File: config.mk
export PLATFORM = sky130hd
export DESIGN_NAME = three_class_priority_queue_top
export DESIGN_NICKNAME = d
export VERILOG_FILES = /design/src/design/tcpq_pkg.sv /design/src/design/three_class_priority_queue_top.sv /design/src/design/tcpq_store.sv /design/src/design/tcpq_seq.sv
export VERILOG_INCLUDE_DIRS = /design/src /design/src/design
export SDC_FILE = /design/constraint.sdc
export NUM_CORES = 1
export LEC_CHECK = 0
export ABC_CLOCK_PERIOD_IN_PS = 19300
export BUFFER_PORTS_ARGS = -buffer_cell sky130_fd_sc_hd__buf_2
export CORE_MARGIN = 4
export CORE_UTILIZATION = 30
export DETAILED_ROUTE_END_ITERATION = 8
export GPL_TIMING_DRIVEN = 0
export PLACE_DENSITY = 0.51
export SLEW_MARGIN = 20
export SYNTH_ARGS = -nofsm -noshare
export SYNTH_HDL_FRONTEND = slang
export SYNTH_SLANG_ARGS = --single-unit
export TNS_END_PERCENT = 10
File: constraint.sdc
create_clock -name clk -period 19.3 [get_ports clk]
set_input_delay 4.825 -clock clk [delete_from_list [all_inputs] [get_ports clk]]
set_output_delay 4.825 -clock clk [all_outputs]
set_load 0.01 [all_outputs]
File: src/design/three_class_priority_queue_top_defines.svh
// Assertion macros for the three-class priority queue.
// Used by the top level; the clock is clk and the synchronous reset is rst.
`ifndef THREE_CLASS_PRIORITY_QUEUE_TOP_DEFINES_SVH
`define THREE_CLASS_PRIORITY_QUEUE_TOP_DEFINES_SVH

// Same-cycle implication, checked outside reset.
`define TCPQ_ASSERT_NOW(label, ante, cons, msg) \
  label: assert property (@(posedge clk) disable iff (rst) (ante) |-> (cons)) \
    else $error(msg);

// Next-cycle implication, checked outside reset.
`define TCPQ_ASSERT_NEXT(label, ante, cons, msg) \
  label: assert property (@(posedge clk) disable iff (rst) (ante) |=> (cons)) \
    else $error(msg);

`endif

File: src/design/tcpq_pkg.sv
// Package for the three-class priority queue: sizes, codes, record types
// and the circular index helper. No dependencies.
`default_nettype none

package tcpq_pkg;

  localparam int QUEUE_DEPTH = 16;
  localparam int HANDLE_BITS = 32;

  localparam int IDX_W    = (QUEUE_DEPTH > 2) ? $clog2(QUEUE_DEPTH) : 1;
  localparam int CNT_W    = $clog2(QUEUE_DEPTH + 1);
  localparam int OCC_W    = 5;
  localparam int PORT_H_W = 32;

  typedef logic [IDX_W-1:0] idx_t;
  typedef logic [CNT_W-1:0] cnt_t;

  localparam logic [1:0] CLS_RED    = 2'd0;
  localparam logic [1:0] CLS_YELLOW = 2'd1;
  localparam logic [1:0] CLS_GREEN  = 2'd2;

  localparam logic [1:0] STAT_DONE  = 2'd0;
  localparam logic [1:0] STAT_EMPTY = 2'd1;
  localparam logic [1:0] STAT_FULL  = 2'd2;

  localparam logic ACT_ENQ = 1'b0;
  localparam logic ACT_DEQ = 1'b1;

  typedef struct packed {
    logic [1:0]             cls;
    logic [7:0]             age;
    logic [HANDLE_BITS-1:0] name;
    logic [HANDLE_BITS-1:0] text;
  } entry_t;

  typedef struct packed {
    logic   act;
    entry_t rec;
  } item_t;

  typedef struct packed {
    logic [1:0]       status;
    entry_t           rec;
    logic [OCC_W-1:0] occ;
  } result_t;

  typedef struct packed {
    logic   we;
    idx_t   waddr;
    entry_t wdata;
    idx_t   raddr;
  } mem_req_t;

  typedef enum logic [2:0] {
    S_IDLE,
    S_EXEC,
    S_DQ,
    S_SH_RD,
    S_SH_WR,
    S_INS,
    S_RESULT
  } state_t;

  // Physical slot of a logical position, counted from the head, wrapping
  // around the ring of QUEUE_DEPTH slots.
  function automatic idx_t wrap_add(input idx_t base, input cnt_t off);
    logic [CNT_W:0] sum;
    sum = (CNT_W+1)'(base) + (CNT_W+1)'(off);
    if (sum >= (CNT_W+1)'(QUEUE_DEPTH)) begin
      sum = sum - (CNT_W+1)'(QUEUE_DEPTH);
    end
    return IDX_W'(sum);
  endfunction

endpackage

`default_nettype wire

File: src/design/three_class_priority_queue_top.sv
// Top level of the three-class priority queue: ports, output register and
// checks. Depends on tcpq_pkg, tcpq_seq, tcpq_store and the defines header.
//
//   Channel  Handshake            Payload
//   -------  -------------------  ---------------------------------------------
//   in       in_valid / in_ready  action, urgency, patient_age, name_handle,
//                                 text_handle
//   out      out_valid/out_ready  status, out_urgency, out_age, out_name,
//                                 out_text, occupancy
//
// Every item gives exactly one result item. After an item is accepted the
// block is busy until its result is loaded into the output register.
// Each item passes through S_EXEC and then S_RESULT; a dequeue of a held
// record also passes S_DQ, and a yellow enqueue with green records held
// first moves each green record up one slot (S_SH_RD, then S_SH_WR) and
// then writes the new record in S_INS. Those moves go one slot per read and
// write pair through the single record store, which has one write port. The
// block returns to S_IDLE before the next item can be accepted.
// rst (synchronous, active high) empties the queue; no clearing pass runs.
// A result waiting in the output register does not stop the next item from
// being accepted; only the load of its own result waits for a free register.
`default_nettype none
`include "three_class_priority_queue_top_defines.svh"

module three_class_priority_queue_top (
  input  logic        clk,
  input  logic        rst,
  input  logic        in_valid,
  output logic        in_ready,
  input  logic        action,
  input  logic [1:0]  urgency,
  input  logic [7:0]  patient_age,
  input  logic [31:0] name_handle,
  input  logic [31:0] text_handle,
  output logic        out_valid,
  input  logic        out_ready,
  output logic [1:0]  status,
  output logic [1:0]  out_urgency,
  output logic [7:0]  out_age,
  output logic [31:0] out_name,
  output logic [31:0] out_text,
  output logic [4:0]  occupancy
);
  import tcpq_pkg::*;

  item_t    in_item;
  result_t  res;
  result_t  out_reg;
  logic     res_push;
  logic     res_free;
  mem_req_t mem_req;
  entry_t   rdata;

  // Handles keep their low HANDLE_BITS bits only.
  assign in_item.act      = action;
  assign in_item.rec.cls  = urgency;
  assign in_item.rec.age  = patient_age;
  assign in_item.rec.name = name_handle[HANDLE_BITS-1:0];
  assign in_item.rec.text = text_handle[HANDLE_BITS-1:0];

  tcpq_seq u_seq (
    .clk      (clk),
    .rst      (rst),
    .in_valid (in_valid),
    .in_ready (in_ready),
    .item     (in_item),
    .res_free (res_free),
    .res_push (res_push),
    .res      (res),
    .mem_req  (mem_req),
    .rdata    (rdata)
  );

  tcpq_store u_store (
    .clk   (clk),
    .req   (mem_req),
    .rdata (rdata)
  );

  // The output register is free when it is empty or being taken this cycle.
  assign res_free = !out_valid || out_ready;

  always_ff @(posedge clk) begin
    if (rst) begin
      out_valid <= 1'b0;
    end else if (res_push) begin
      out_valid <= 1'b1;
    end else if (out_ready) begin
      out_valid <= 1'b0;
    end
  end

  always_ff @(posedge clk) begin
    if (res_push) begin
      out_reg <= res;
    end
  end

  assign status      = out_reg.status;
  assign out_urgency = out_reg.rec.cls;
  assign out_age     = out_reg.rec.age;
  assign out_name    = PORT_H_W'(out_reg.rec.name);
  assign out_text    = PORT_H_W'(out_reg.rec.text);
  assign occupancy   = out_reg.occ;

  `TCPQ_ASSERT_NEXT(a_busy_after_accept, in_valid && in_ready, !in_ready, "accepted while busy")
  `TCPQ_ASSERT_NOW(a_full_occ, out_valid && status == STAT_FULL, occupancy == OCC_W'(QUEUE_DEPTH), "full status below depth")
  `TCPQ_ASSERT_NOW(a_empty_occ, out_valid && status == STAT_EMPTY, occupancy == '0 && out_urgency == CLS_RED, "empty status with records")
  `TCPQ_ASSERT_NOW(a_class_range, out_valid && status == STAT_DONE, out_urgency != 2'd3, "dequeued class out of range")

endmodule

`default_nettype wire

File: src/design/tcpq_store.sv
// Record storage ring: one write port and one registered read port.
// Depends on tcpq_pkg.
`default_nettype none

module tcpq_store (
  input  logic              clk,
  input  tcpq_pkg::mem_req_t req,
  output tcpq_pkg::entry_t   rdata
);
  import tcpq_pkg::*;

  entry_t mem [QUEUE_DEPTH];

  always_ff @(posedge clk) begin
    if (req.we) begin
      mem[req.waddr] <= req.wdata;
    end
    rdata <= mem[req.raddr];
  end

endmodule

`default_nettype wire

File: src/design/tcpq_seq.sv
// Sequencer for the priority queue: ring pointers, counts and the slot mover
// that opens a hole ahead of the green records. Depends on tcpq_pkg.
`default_nettype none

module tcpq_seq (
  input  logic               clk,
  input  logic               rst,
  input  logic               in_valid,
  output logic               in_ready,
  input  tcpq_pkg::item_t    item,
  input  logic               res_free,
  output logic               res_push,
  output tcpq_pkg::result_t  res,
  output tcpq_pkg::mem_req_t mem_req,
  input  tcpq_pkg::entry_t   rdata
);
  import tcpq_pkg::*;

  state_t     state, state_next;
  idx_t       head, head_next;
  cnt_t       fill, fill_next;
  cnt_t       greens, greens_next;
  cnt_t       cnt, cnt_next;
  item_t      cur, cur_next;
  logic [1:0] res_status, res_status_next;
  entry_t     res_rec, res_rec_next;
  cnt_t       pos;
  idx_t       head_dec;

  // The queue stays sorted by class, so the first green sits right after
  // the red and yellow records.
  assign pos      = fill - greens;
  assign head_dec = (head == '0) ? IDX_W'(QUEUE_DEPTH - 1) : head - 1'b1;

  assign res.status = res_status;
  assign res.rec    = res_rec;
  assign res.occ    = OCC_W'(fill);

  always_ff @(posedge clk) begin
    if (rst) begin
      state  <= S_IDLE;
      head   <= '0;
      fill   <= '0;
      greens <= '0;
    end else begin
      state  <= state_next;
      head   <= head_next;
      fill   <= fill_next;
      greens <= greens_next;
    end
  end

  always_ff @(posedge clk) begin
    cnt        <= cnt_next;
    cur        <= cur_next;
    res_status <= res_status_next;
    res_rec    <= res_rec_next;
  end

  always_comb begin
    state_next      = state;
    head_next       = head;
    fill_next       = fill;
    greens_next     = greens;
    cnt_next        = cnt;
    cur_next        = cur;
    res_status_next = res_status;
    res_rec_next    = res_rec;
    in_ready        = 1'b0;
    res_push        = 1'b0;
    mem_req.we      = 1'b0;
    mem_req.waddr   = head;
    mem_req.wdata   = cur.rec;
    mem_req.raddr   = head;
    unique case (state)
      S_IDLE: begin
        in_ready = 1'b1;
        if (in_valid) begin
          cur_next = item;
          if (item.rec.cls > CLS_GREEN) begin
            cur_next.rec.cls = CLS_GREEN;
          end
          state_next = S_EXEC;
        end
      end
      S_EXEC: begin
        res_status_next = STAT_DONE;
        res_rec_next    = '0;
        state_next      = S_RESULT;
        if (cur.act == ACT_ENQ) begin
          if (fill == CNT_W'(QUEUE_DEPTH)) begin
            res_status_next = STAT_FULL;
          end else if (cur.rec.cls == CLS_RED) begin
            mem_req.we    = 1'b1;
            mem_req.waddr = head_dec;
            head_next     = head_dec;
            fill_next     = fill + 1'b1;
          end else if (cur.rec.cls == CLS_GREEN || greens == '0) begin
            mem_req.we    = 1'b1;
            mem_req.waddr = wrap_add(head, fill);
            fill_next     = fill + 1'b1;
            if (cur.rec.cls == CLS_GREEN) begin
              greens_next = greens + 1'b1;
            end
          end else begin
            cnt_next   = fill;
            state_next = S_SH_RD;
          end
        end else begin
          if (fill == '0) begin
            res_status_next = STAT_EMPTY;
          end else begin
            state_next = S_DQ;
          end
        end
      end
      S_DQ: begin
        res_rec_next = rdata;
        head_next    = wrap_add(head, CNT_W'(1));
        fill_next    = fill - 1'b1;
        if (rdata.cls == CLS_GREEN) begin
          greens_next = greens - 1'b1;
        end
        state_next = S_RESULT;
      end
      S_SH_RD: begin
        mem_req.raddr = wrap_add(head, cnt - 1'b1);
        state_next    = S_SH_WR;
      end
      S_SH_WR: begin
        mem_req.we    = 1'b1;
        mem_req.waddr = wrap_add(head, cnt);
        mem_req.wdata = rdata;
        cnt_next      = cnt - 1'b1;
        state_next    = ((cnt - 1'b1) == pos) ? S_INS : S_SH_RD;
      end
      S_INS: begin
        mem_req.we    = 1'b1;
        mem_req.waddr = wrap_add(head, pos);
        fill_next     = fill + 1'b1;
        state_next    = S_RESULT;
      end
      S_RESULT: begin
        if (res_free) begin
          res_push   = 1'b1;
          state_next = S_IDLE;
        end
      end
      default: begin
        state_next = S_IDLE;
      end
    endcase
  end

endmodule

`default_nettype wire
== Word level (Yosys, flattened, before mapping) ==
Memory sizes are Yosys's and may differ from the RTL's. A register that Yosys moved wholly into a read port is not among the register bits.
Index checks and enable logic that the tools add are counted.
Word-level totals
  RAM bits: 1184
  bits in registers: 255
  logic and storage cells: 140
  input bits: 79
  ROM bits: 0
  output and inout bits: 83
  latch bits: 0
  memories: 1
Operators by class
  div/mod/pow operators: 0
  bitwise operators: 0
  multiplexer cells: 54
  order comparisons: 6
  $add $sub $neg: 17
  multiply operators: 0
  reduce and logical (&&, ||, !) cells: 19
  equality and inequality tests: 21
  shift-type cells: 0
Memory list
  u_store.mem: depth 16, width 74, read ports 1, clocked after Yosys merged registers in 1, write ports 1, line tcpq_store.sv:12  | entry_t mem [QUEUE_DEPTH];
Operator list (count)
  $pmux 74 s2: 1
  $mux 5: 18
  $mux 74: 1
  $mux 4: 10
  $pmux 5 s3: 2
  $add 4x5->6: 4
  $ge 6x5->1 const B: 4
  $mux 3: 8
  $sub 4x1->4 const B: 6
  $pmux 5 s2: 2
  $pmux 3 s6: 1
  $sub 5x1->5 const B: 3
  $ne 2x2->1 const B: 6
  $add 5x1->5 const B: 2
  $logic_not 5->1: 2
  $eq 3x3->1 const B: 3
  $mux 1: 8
  $ne 2x1->1 const B: 4
  $pmux 4 s2: 1
  $reduce_and 4->1: 2
  $reduce_and 7->1: 1
  $eq 3x2->1 const B: 2
  $reduce_bool 2->1: 3
  $add 4x1->5 const B: 1
  other kinds (18): 22

== Longest topological paths before layout ==
  word-level depth: 10
  gate-level depth with buffers: 13
  mapped depth without buffers: 12

== Hierarchy ==
A second synthesis with hierarchy kept.
Unflattened totals
  cell total of the unflattened synthesis: 2580
  area total of the unflattened synthesis: 56580.5 sq um
By module, submodules not included
  tcpq_store: cells an instance 1901, area an instance 45762.6 sq um, seq. area each 37035.5 sq um, instances 1
  tcpq_seq: cells an instance 594, area an instance 8339.2 sq um, seq. area each 5024.8 sq um, instances 1
  three_class_priority_queue_top: cells an instance 85, area an instance 2478.6 sq um, seq. area each 2452.4 sq um, instances 1

== Least setup slack after synthesis ==
OpenSTA, ideal clock, no wires.
  kind: input port to flip-flop
  start point: input port out_ready
  end point: register out_reg (netlist bit occupancy[0]) (enable)
  required time: 18.770 ns
  arrival: 8.563 ns
  setup time: 0.530 ns
  cell stages on the path: 2
  path buffers: 0
  path slack: 10.207 ns
  cell sequence: nand2b_1 -> nor2b_1
Between the ends
  word-level cells in the longest chain between the ends: 3
RTL lines
  start, declared: line three_class_priority_queue_top.sv:36  | input logic out_ready,
  $logic_or 1x1->1: line three_class_priority_queue_top.sv:81  | assign res_free = !out_valid || out_ready;
  $mux 1: line tcpq_seq.sv:144  | if (res_free) begin
  $mux 1: line tcpq_seq.sv:75  | unique case (state)
  net res_push: line three_class_priority_queue_top.sv:49  | logic res_push;
  end signal, assigned: line three_class_priority_queue_top.sv:95  | out_reg <= res;
  end, declared: line three_class_priority_queue_top.sv:48  | result_t out_reg;
The timed path passes the listed nets, and every way through them passes these cells.
A chain may end at the register's enable or synchronous reset.

== Worst setup path in the final report ==
  start point: register u_seq.state[0]
  end point: output port in_ready
Between the ends
  word-level cells in the longest chain between the ends: 2
RTL lines
  start, declared: line tcpq_seq.sv:19  | state_t state, state_next;
  start signal, assigned: line tcpq_seq.sv:46  | state <= state_next;
  $logic_not 3->1: line tcpq_seq.sv:75
  $mux 1: line tcpq_seq.sv:75
  end, declared: line three_class_priority_queue_top.sv:29  | output logic in_ready,
No other way between the ends.

==> flow_summary.yaml <==
routing:
  wl_met3_mm: 9.54
  ant_nets: 0
  wl_met2_mm: 82.9
  firstDrtPassIters: 6
  wire_per_inst_um: 23.0
  via_per_inst: 4.98
  routed.top_layer: "met5"
  vias: 37100
  drc_errors: 0
  drt_iter0_drc: 3718
  wirelength_mm: 172
  met1_length_mm: 73.1
cells_and_area:
  fin_area_mm2: 0.0689
  drive_gt1_frac: 0.131
  final_util: 0.357
  final_cell_mix: "1427 x nand2_1, 1421 x edfxtp_1, 375 x nand3_1, 269 x buf_2, 223 x a31oi_1"
  fin_nets: 4903
  syn2layout_area_growth_pct: 17.8
  mostFrequentLayoutCell: "nand2_1"
  layout.cells.non_filler: 7449
worst_setup_path:
  startpoint_type: "flip-flop"
  cp.required_ps: 14480
  critical_path_class: "reg2out"
  rr_worst_depth: 18
  arrival_ps: 1880
  critPathMaxStageDelay_ps: 390
  cpMaxStageDelayCell: "dfxtp_1"
  crit_top_cell: "buf_2"
  worstPathCellList: "buf_2 > nor3_1 > buf_2"
  end_kind: "output port"
  cp_max_fo: 10
sta:
  slew_headroom: 0.201
  fin_tns_setup_ps: 0
  finalCritPeriodShare: 0.347
  hold_violations: 0
  worst_pin_slew_ps: 1200
  final-setup-viol-count: 0
  finalClockSkew_ps: 39.0
  fin_hold_ws_ps: 416
  drv_slew: 0
  setup_slack_ps: 12600
  min_period_ps: 6700
  fmax_ghz: 0.149
  rsz0062_at_grt: "false"
grt:
  grt_use_total: 0.166
  antenna_found_initial: 8
  gr-total-overflow: 0
  grt_max_degree: 42
  grt_pass1_vias: 36300
  grt_pass1_wl_mm: 250
job:
  maxCapViolCount: 0
power_and_ir_drop:
  total_power_mw: 11.9
  leakage_nw: 24.1
  peakVddDrop_v: 0.000111
  power_density_mw_per_mm2: 172
die:
  fp.dieH_um: 449
  core_area_mm2: 0.193
  ios: 162
  die_area_mm2: 0.202
  num_rows: 161
  initial_core_util: 0.303
  die_w_um: 449
synth:
  yosys.area_share.adder: 0.00677
  synth-xor-area-share: 0.00417
  yosysTopAreaCell: "edfxtp_1"
  synth_top_family_by_area: "simple AND/OR/NAND/NOR gates"
  synth_area_mm2: 0.0584
  synth-compound-area-share: 0.0629
  syn_area_per_cell_um2: 13.3
  synth_ff_type: "edfxtp_1"
  synth-edff-count: 1421
  yosysWarnings: 0
  synthArstFlopShare: 0
  ys_seq_area_frac: 0.762
  synth_nets: 4487
  synthMuxAreaShare: 0.000899
  synthCells: 4380
  yosys.area_share.simple: 0.142
  yosys-top-cells-area: "edfxtp_1 73%, nand2_1 9.2%, nand3_1 3.2%, dfxtp_1 3.2%, a31oi_1 2.4%"
  ys_ff_latch: 1513
  ys_types: 67
  synth_top_area_frac: 0.730
clock_tree:
  clock_latency_ps: 800
  cts_setup_buffers: 0
  cts_buffer_depth: 3
  numCtsBuffers: 152
  htreeDepth: 4
  clkTransAtPathRegs_ps: 60
  cts-root-buf: "clkbuf_16"
  cts_tree: "yes"
  ctsResizeCount: 0
  clock_sinks: 1513
  holdBufCountCts: 0
placed_design:
  placed_area_mm2: 0.0640
  pre_cts_ws_ps: 12680
  dp_hpwl_mm: 114
  gp_congestion: 0.794
  port-buffer-count: 161
  dp.cells: 7168
worst_hold_path:
  min_path_cells: 0
  worstHoldPathType: "reg2reg"
status:
  outcome: "completed"
-- power by group --
group	internal (mW)	switching (mW)
sequential	4.52	0.177
clock	1.65	1.26
combinational	1.11	3.15
total	7.28	4.59
-- path summary, 6_finish.rpt --
kind,from,endpoint,slack [ps]
setup / recovery,u_seq.state[0]$_SDFFE_PP0P_,in_ready,12600
hold / removal,u_seq.res[5]$_SDFFCE_PN0P_,out_text[0]$_DFFE_PP_,420
setup reg to reg,u_seq.fill[0]$_SDFFE_PP0P_,u_store.mem[15][49]$_DFFE_PP_,14010
hold reg to reg,u_seq.res[5]$_SDFFCE_PN0P_,out_text[0]$_DFFE_PP_,420
-- worst max-delay path: cells and delay by family (launching register included) --
family	cells	cell delay, ps
flops	1	390
simple gates	1	290
buf+inv	2	420
-- state kept, by name, summed over array words and instances (netlist names), 3 cells and up --
name / count
occupancy: 5
out_age: 8
out_name: 32
out_text: 32
u_seq.cnt: 5
u_seq.cur: 75
u_seq.fill: 5
u_seq.greens: 5
u_seq.head: 4
u_seq.res: 74
u_seq.state: 3
u_store.mem: 1184
u_store.rdata: 74
-- synthesized netlist by cell type (5+ instances only) --
cell,n
buf_1,16
a211oi_1,6
nand2_1,1428
buf_2,108
nand2b_1,14
a31oi_1,223
nor2_1,32
and3_1,6
ha_1,22
clkbuf_1,157
a21o_1,6
inv_1,17
nand3_1,375
o21ai_0,15
dfxtp_1,92
and3b_1,5
a21oi_1,97
xor2_1,6
a32oi_1,74
nor2b_1,11
nor3_1,10
edfxtp_1,1421
a221oi_1,74
and2_1,77
xnor2_1,20
fa_1,6
-- cell families (layout without fill, tap and decap cells) --
| group | count (synthesis) | count (layout) |
|---|---|---|
| xor gates and xnor gates | 27 | 27 |
| and+or+nand+nor | 1976 | 1976 |
| AOI/OAI and AO/OA | 530 | 530 |
| muxes | 5 | 5 |
| buffers and inverters | 301 | 842 |
| adders and majority gates | 28 | 28 |
| other | 0 | 2 |
| DFF | 1513 | 1513 |
-- area by class of cell --
cell class | instances | area, µm²
Clock buffer | 214 | 4270
Buffer | 283 | 1220
Fill cell | 18600 | 124000
Multi-Input combinational cell | 2566 | 12800
Timing Repair Buffer | 262 | 2230
Sequential cell | 1513 | 44500
Antenna cell | 2 | 5.00
Tap cell | 2526 | 3160
Inverter | 18 | 67.6
Clock inverter | 65 | 637
-- metal layers --
metal | vias up | track usage
met5 | - | 0
met4 | 8 | 0.0631
met2 | 1204 | 0.278
met3 | 260 | 0.0223
met1 | 18800 | 0.219
li1 | 16900 | -
Power figures use the tool's default switching activity.
